===== src/rtl/py2rgb_pkg.sv =====
`default_nettype none

package py2rgb_pkg;

  localparam int PIX_W  = 8;
  localparam int DIFF_W = 9;
  localparam int PROD_W = 25;
  localparam int TERM_W = 10;
  localparam int SUM_W  = 11;

  localparam int FRAC_BITS = 15;

  localparam logic signed [DIFF_W-1:0] CHROMA_OFFSET = 9'sd128;

  localparam logic signed [PROD_W-1:0] COEF_RV = 25'sd37221;
  localparam logic signed [PROD_W-1:0] COEF_GU = 25'sd12975;
  localparam logic signed [PROD_W-1:0] COEF_GV = 25'sd18949;
  localparam logic signed [PROD_W-1:0] COEF_BU = 25'sd66883;

  // byte_order register codes
  localparam logic ORDER_YUYV = 1'b0;
  localparam logic ORDER_UYVY = 1'b1;

  typedef struct packed {
    logic [PIX_W-1:0] byte0;
    logic [PIX_W-1:0] byte1;
    logic [PIX_W-1:0] byte2;
    logic [PIX_W-1:0] byte3;
    logic             last_in;
  } in_t;

  typedef struct packed {
    logic [PIX_W-1:0] red_first;
    logic [PIX_W-1:0] green_first;
    logic [PIX_W-1:0] blue_first;
    logic [PIX_W-1:0] red_second;
    logic [PIX_W-1:0] green_second;
    logic [PIX_W-1:0] blue_second;
    logic             last_out;
  } out_t;

  typedef struct packed {
    logic signed [TERM_W-1:0] r_term;
    logic signed [TERM_W-1:0] g_term;
    logic signed [TERM_W-1:0] b_term;
  } chroma_t;

endpackage

`default_nettype wire


===== src/rtl/py2rgb_chroma.sv =====
`default_nettype none

module py2rgb_chroma import py2rgb_pkg::*; (
  input  wire logic [PIX_W-1:0] u,
  input  wire logic [PIX_W-1:0] v,
  output chroma_t               terms
);

  logic signed [DIFF_W-1:0] du;
  logic signed [DIFF_W-1:0] dv;
  logic signed [PROD_W-1:0] du_x;
  logic signed [PROD_W-1:0] dv_x;
  logic signed [PROD_W-1:0] r_prod;
  logic signed [PROD_W-1:0] g_prod;
  logic signed [PROD_W-1:0] b_prod;
  logic signed [PROD_W-1:0] r_shr;
  logic signed [PROD_W-1:0] g_shr;
  logic signed [PROD_W-1:0] b_shr;

  assign du   = $signed({1'b0, u}) - CHROMA_OFFSET;
  assign dv   = $signed({1'b0, v}) - CHROMA_OFFSET;
  assign du_x = {{(PROD_W-DIFF_W){du[DIFF_W-1]}}, du};
  assign dv_x = {{(PROD_W-DIFF_W){dv[DIFF_W-1]}}, dv};

  // constant-coefficient products, shared by both pixels
  assign r_prod = dv_x * COEF_RV;
  assign g_prod = du_x * COEF_GU + dv_x * COEF_GV;
  assign b_prod = du_x * COEF_BU;

  // arithmetic shift rounds toward minus infinity
  assign r_shr = r_prod >>> FRAC_BITS;
  assign g_shr = g_prod >>> FRAC_BITS;
  assign b_shr = b_prod >>> FRAC_BITS;

  assign terms.r_term = r_shr[TERM_W-1:0];
  assign terms.g_term = g_shr[TERM_W-1:0];
  assign terms.b_term = b_shr[TERM_W-1:0];

endmodule

`default_nettype wire


===== src/rtl/py2rgb_pixel.sv =====
`default_nettype none

module py2rgb_pixel import py2rgb_pkg::*; (
  input  wire logic [PIX_W-1:0] luma,
  input  wire chroma_t          terms,
  output logic      [PIX_W-1:0] red,
  output logic      [PIX_W-1:0] green,
  output logic      [PIX_W-1:0] blue
);

  function automatic logic [PIX_W-1:0] clamp8(input logic signed [SUM_W-1:0] x);
    logic [PIX_W-1:0] res;
    if (x[SUM_W-1]) begin
      res = '0;
    end else if (x[SUM_W-2:PIX_W] != '0) begin
      res = '1;
    end else begin
      res = x[PIX_W-1:0];
    end
    return res;
  endfunction

  logic signed [SUM_W-1:0] y_x;
  logic signed [SUM_W-1:0] r_sum;
  logic signed [SUM_W-1:0] g_sum;
  logic signed [SUM_W-1:0] b_sum;

  assign y_x   = $signed({{(SUM_W-PIX_W){1'b0}}, luma});
  assign r_sum = y_x + {{(SUM_W-TERM_W){terms.r_term[TERM_W-1]}}, terms.r_term};
  assign g_sum = y_x - {{(SUM_W-TERM_W){terms.g_term[TERM_W-1]}}, terms.g_term};
  assign b_sum = y_x + {{(SUM_W-TERM_W){terms.b_term[TERM_W-1]}}, terms.b_term};

  assign red   = clamp8(r_sum);
  assign green = clamp8(g_sum);
  assign blue  = clamp8(b_sum);

endmodule

`default_nettype wire


===== src/rtl/packed_yuv422_to_rgb.sv =====
// channel   ports                              width   handshake
// input     start, busy, in_data (in_t)        33      start & !busy
// result    out_valid, out_data (out_t)        49      one-cycle strobe, no back-pressure
// config    cfg_valid, cfg_ready, cfg_data     1       cfg_valid & cfg_ready
//
// one request per clock; the result passes an input register,
// constant-coefficient color math and a result register
// busy and cfg_ready are held at their open values, nothing stalls the flow
// synchronous reset clears the valid flags and byte_order (YUYV)

`default_nettype none

module packed_yuv422_to_rgb import py2rgb_pkg::*; (
  input  wire logic clk,
  input  wire logic rst_n,

  input  wire logic start,
  output logic      busy,
  input  wire in_t  in_data,

  output logic      out_valid,
  output out_t      out_data,

  input  wire logic cfg_valid,
  output logic      cfg_ready,
  input  wire logic cfg_data
);

  logic in_vld_r;
  in_t  in_r;
  logic byte_order_r;
  logic out_vld_r;
  out_t out_r;
  out_t out_nxt;

  logic [PIX_W-1:0] y0;
  logic [PIX_W-1:0] y1;
  logic [PIX_W-1:0] u;
  logic [PIX_W-1:0] v;
  chroma_t          terms;

  assign busy      = 1'b0;
  assign cfg_ready = 1'b1;

  always_ff @(posedge clk) begin
    if (!rst_n) begin
      in_vld_r     <= 1'b0;
      out_vld_r    <= 1'b0;
      byte_order_r <= ORDER_YUYV;
    end else begin
      in_vld_r  <= start && !busy;
      out_vld_r <= in_vld_r;
      if (cfg_valid && cfg_ready) begin
        byte_order_r <= cfg_data;
      end
    end
  end

  always_ff @(posedge clk) begin
    if (start && !busy) begin
      in_r <= in_data;
    end
    if (in_vld_r) begin
      out_r <= out_nxt;
    end
  end

  always_comb begin
    case (byte_order_r)
      ORDER_UYVY: begin
        u  = in_r.byte0;
        y0 = in_r.byte1;
        v  = in_r.byte2;
        y1 = in_r.byte3;
      end
      default: begin
        y0 = in_r.byte0;
        u  = in_r.byte1;
        y1 = in_r.byte2;
        v  = in_r.byte3;
      end
    endcase
  end

  py2rgb_chroma u_chroma (
    .u     (u),
    .v     (v),
    .terms (terms)
  );

  py2rgb_pixel u_pix_first (
    .luma  (y0),
    .terms (terms),
    .red   (out_nxt.red_first),
    .green (out_nxt.green_first),
    .blue  (out_nxt.blue_first)
  );

  py2rgb_pixel u_pix_second (
    .luma  (y1),
    .terms (terms),
    .red   (out_nxt.red_second),
    .green (out_nxt.green_second),
    .blue  (out_nxt.blue_second)
  );

  assign out_nxt.last_out = in_r.last_in;

  assign out_valid = out_vld_r;
  assign out_data  = out_r;

endmodule

`default_nettype wire


===== config.mk =====
export PLATFORM = sky130hd
export DESIGN_NAME = packed_yuv422_to_rgb
export DESIGN_NICKNAME = d
export VERILOG_FILES = /design/src/rtl/py2rgb_pkg.sv /design/src/rtl/py2rgb_chroma.sv /design/src/rtl/py2rgb_pixel.sv /design/src/rtl/packed_yuv422_to_rgb.sv
export SDC_FILE = /design/constraint.sdc
export NUM_CORES = 1
export LEC_CHECK = 0
export BUFFER_PORTS_ARGS = -buffer_cell sky130_fd_sc_hd__buf_2
export CORE_MARGIN = 8
export CORE_UTILIZATION = 25
export CTS_CLUSTER_SIZE = 10
export DETAILED_ROUTE_END_ITERATION = 8
export PLACE_DENSITY = 0.49
export RECOVER_POWER = 100
export SLEW_MARGIN = 20
export SYNTH_ARGS = -nofsm -noshare
export SYNTH_HDL_FRONTEND = slang
export SYNTH_SLANG_ARGS = --single-unit

===== constraint.sdc =====
create_clock -name clk -period 19.8 [get_ports clk]
set_input_delay 0.99 -clock clk [delete_from_list [all_inputs] [get_ports clk]]
set_output_delay 0.99 -clock clk [all_outputs]
set_load 0.05 [all_outputs]

### Word-level counts from Yosys, hierarchy flattened

Index checks and enable logic that the tools add are counted.

* register bits after elaboration: 85
* bits of input ports: 38
* word-level logic and storage cells: 44

* add/subtract/negate cells: 9
* multiply operators: 4
* mux-type cells: 10
* reductions and logical operators: 6

Operators with widths (count)
* $mux W8: 10
* $add A9 B10 Y11: 4
* $add A24 B25 Y25: 1
* $mul A9 B16 Y25 const B: 1
* $mul A9 B17 Y25 const B: 1
* $mul A9 B18 Y25 const B: 1
* $mul A9 B15 Y24 const B: 1
* $sub A9 B10 Y11: 2
* $sub A8 B8 Y9 const B: 2
* $reduce_bool A2 Y1: 6

### Depth between registers and ports, before layout

* word-level depth: 7
* gate-level depth with buffers: 36
* gate-level depth less buffers: 33

### Hierarchy

Synthesis repeated with hierarchy kept, for this count alone.

* cells, all modules: 1325
* area, all modules: 13690.6 µm²

Modules (own cells, without submodules)
* py2rgb_chroma: instances 1, cells an instance 798, area an instance 7592.3 µm², sequential area each 0.0 µm²
* packed_yuv422_to_rgb: instances 1, cells an instance 129, area an instance 3118.0 µm², sequential area each 2522.4 µm²
* py2rgb_pixel: instances 2, cells an instance 199, area an instance 1490.2 µm², sequential area each 0.0 µm²

### Least setup slack after synthesis

No wires, ideal clock.

* kind: register to register
* from: register byte_order_r
* to: register out_r, in the netlist out_data[16], data pin
* library setup time: 274 ps
* arrival: 8028 ps
* setup slack: 11498 ps
* cell stages (with the launch flop): 35
* buffers on the path: 3
* period minus slack after synthesis: 8302 ps
* path through: dfxtp_1 buf_6 clkbuf_1 buf_1 mux2i_1 inv_1 ha_1 inv_1 fa_1 fa_1 fa_1 inv_1 fa_1 fa_1 inv_1 fa_1 inv_1 ha_1 o21ai_0 o21ai_0 a31o_2 a21oi_1 o21ai_0 a211oi_1 or2_2 ha_1 o21ai_0 nand2b_1 a21o_1 a21oi_1 nor2_1 o31a_1 o31a_1 a2bb2oi_4 a31oi_1

* word-level cells in the longest chain between the ends: 7
* elaborated cells between the ends (all ways): 11
* classes of those cells: add/sub (4); mul (2); mux (4); reduce/logical (1)

RTL lines
* from (decl): line packed_yuv422_to_rgb.sv:31 `logic byte_order_r;`
* from (signal assigned): line packed_yuv422_to_rgb.sv:54 `byte_order_r <= cfg_data;`
* $mux W8: line packed_yuv422_to_rgb.sv:69 `case (byte_order_r)`
* $sub A8 B8 Y9, on equally long branches: line py2rgb_chroma.sv:21, py2rgb_chroma.sv:20
* $mul A9 B16 Y25 / $mul A9 B15 Y24 (equally long branches): line py2rgb_chroma.sv:27 `assign g_prod = du_x * COEF_GU + dv_x * COEF_GV;`
* $add A24 B25 Y25: line py2rgb_chroma.sv:27
* $sub A9 B10 Y11 *: line py2rgb_pixel.sv:30 `assign g_sum = y_x - {{(SUM_W-TERM_W){terms.g_term[TERM_W-1]}}, terms.g_term};`
* $reduce_bool A2 Y1: line py2rgb_pixel.sv:15 `end else if (x[SUM_W-2:PIX_W] != '0) begin`
* $mux W8: line py2rgb_pixel.sv:15
* to (signal assigned): line packed_yuv422_to_rgb.sv:64 `out_r <= out_nxt;`
* to (decl): line packed_yuv422_to_rgb.sv:33 `out_t out_r;`

Mark *: on every way between the ends. The rest lies on a longest branch, timed or not.
A chain may end at the register's enable or synchronous reset.

### Worst setup path in the final report

* from: register byte_order_r
* to: register out_r, in the netlist out_data[34], data pin

Same word-level chain as after synthesis.

==> impl_metrics.csv <==
group,metric,value,unit
routing,drt-total-wl,33700,um
clocking,cts_resized,0,
routing,route.detailed.drc,0,
clocking,cts.sink_count,85,
sta,max_freq,93.1,MHz
clocking,cts_tree,"built",
die,io_pins,90,
die,start_util,25.2,%
sta,slew_violations,121,
critical_path,worst_path_max_delay_cell,"clkbuf_1",
clocking,htreeDepth,3,
routing,viasPerCell,4.53,
clocking,cts-hold-fix-buffers,0,
sta,finalHoldViolCount,0,
sta,skew,0.0117,ns
sta,grt_setup_unrepaired,"no",
routing,routed-via-count,9257,
sta,tns,0,ns
clocking,clkTransAtPathRegs,0.07,ns
clocking,clockBufferDepth,2,
layout,nNetsFinal,1808,
global_routing,grt_usage,11.6,%
synth,synth-seq-cells,85,
global_routing,grt-ovfl-total,0,
synth,syn-num-nets,1715,
global_routing,grt_first_pass_wirelength,54500,um
sta,tightest_slew,2.23,ns
synth,synth_area_per_cell,10.2,sq um
placed_design,place_inst,2026,
clocking,cts-root-buf,"clkbuf_16",
critical_path,cp_top_family,"adder cells",
routing,first_pass_iters,5,
die,die_x,243,um
layout,stdcell_count,2042,
placed_design,dp_hpwl,29400,um
critical_path,worstSetupEndpointType,"flop",
layout,diodes,0,
die,die_area,59200,sq um
critical_path,path_max_fanout,34,
clocking,numCtsBuffers,9,
clocking,post-cts-setup-buffers,0,
critical_path,crit_required,19.89,ns
synth,synth.distinct_cells,75,
routing,ant_nets,0,
clocking,clkLatencyLatePin,0.37,ns
layout,drive_gt1_share,6.90,%
routing,wl_per_cell,16.5,um
status,violations,"max-capacitance violations, max-slew violations",
sta,final-setup-viol-count,0,
routing,first_iter_violations,400,
synth,synth_edf_count,82,
global_routing,grt_max_degree,51,
synth,synth_flop_cell,"edfxtp_1",
synth,ys_seq_area_share,19.5,%
run,maxCapViolCount,3,
critical_path,start_kind,"flop",
synth,synth_area,12900,sq um
global_routing,grt_pass1_vias,9962,
die,coreArea,51200,sq um
placed_design,dp_slack,10.89,ns
status,outcome,"complete, but fails checks",
sta,min_period,10.75,ns
critical_path,critical_path_class,"flop to flop",
placed_design,io_buffers,87,
sta,period_share,54.3,%
critical_path,worstPathArrival,10.83,ns
die,die_y,243,um
sta,timing.slew.headroom,-48.6,%
critical_path,max_stage_delay,1.58,ns
min_path,min_path_type,"flop to flop",
synth,synthArstFlopShare,0,%
die,num_rows,83,
global_routing,antenna_found_initial,0,
placed_design,gp_congestion,0.877,
layout,syn2layout_area_growth,11.6,%
sta,setup_slack,9.05,ns
synth,synthCells,1264,
critical_path,crit_buf_inv,6,
synth,ys.warnings.count,0,
==> cell families (layout without fill, tap and decap cells) <==
| logic type | Yosys count | after routing | synth area share [%] |
|---|---|---|---|
| buffers and inverters | 247 | 345 | 7.31 |
| AND/OR/NAND/NOR | 168 | 168 | 6.77 |
| AO/OA/AOI/OAI | 243 | 243 | 12.4 |
| flip-flops | 85 | 85 | 19.5 |
| adder cells (fa/ha/maj) | 415 | 415 | 46.1 |
| other | 2 | 2 | 0.0582 |
| XOR/XNOR | 63 | 63 | 4.44 |
| multiplexers | 41 | 41 | 3.47 |
==> state kept, by name, indices dropped and copies added, names as in the netlist <==
signal and cells:
out_data 49, in_vld_r 1, in_r 33, byte_order_r 1
out_valid 1
==> synthesized netlist by cell type, types with 9 or more instances <==
cell      count  area, sq um
a21o_1       27          203
a21oi_1      83          415
and2_1       10         62.6
and3_1        9         56.3
edfxtp_1     82         2460
fa_1        101         2020
ha_1        312         3900
inv_1       235          882
mux2_2       14          158
mux2i_1      24          240
nand2_1      29          109
nand3_1      14         70.1
nor2_1       38          143
nor2b_1      11         68.8
nor3_1       15         75.1
o21a_1       12         90.1
o21ai_0      41          205
o31ai_1      12         90.1
or2_2         9         56.3
xnor2_1      42          368
xor2_1       19          166
==> stage by stage <==
stage	area, sq um	hold WS, ns	util [%]
finish	14400	0.423	28.1
global placement	14200	0.407	27.7
CTS	14500	0.433	28.3
floorplan	12900	0.400	-
detailed placement	14200	0.417	27.7
global route	14400	0.443	28.1
==> final cells by class <==
cell class / count / area, sq um
tap: 680 / 851
timing repair buffer: 93 / 412
inverter: 236 / 886
clock buffer: 9 / 225
clock inverter: 7 / 77.6
multi-input combinational: 932 / 9440
fill: 5386 / 36800
sequential: 85 / 2520
==> cells in the final DEF (no fill, tap or decap), drive strengths merged, types with 9 or more instances in the layout <==
cell,n
mux2i,27
xnor2,43
or2,9
xor2,19
nor2,38
clkbuf,62
ha,312
nor2b,11
a21o,27
o21a,12
and2,10
nand2,29
o31ai,12
buf,40
nor3,16
inv,239
fa,101
a21oi,83
and3,9
nand3,14
edfxtp,82
mux2,14
o21ai,41
==> worst reg2reg max path, delay by kind of cell (launching register included) <==
family,cells,cell delay [ns]
buf+inv,6,2.37
simple gates,5,1.51
flops,1,0.31
compound gates,7,1.73
mux,1,1.15
xor+xnor,1,0.15
fa+ha+maj,9,3.28
==> per-layer routing <==
metal	wire, um	global-route usage, %	vias to the layer above
met5	0	0	-
met4	671	2.93	0
met3	1840	2.88	43
met2	14900	18.4	169
met1	16300	15.6	4428
li1	-	-	4617
==> final timing paths <==
| kind | startpoint | end | slack, ns | depth (start not counted) |
|---|---|---|---|---|
| worst max-delay path | byte_order_r | out_data[34] | 9.05 | 29 |
| worst max register to register | byte_order_r | out_data[34] | 9.05 | 29 |
| worst min-delay path | in_r[0] | out_data[0] | 0.42 | 0 |
| worst min register to register | in_r[0] | out_data[0] | 0.42 | 0 |
Power is left out: the tool's default activity adds up to more than one toggle a clock period on the data nets, which glitch-free logic cannot reach.
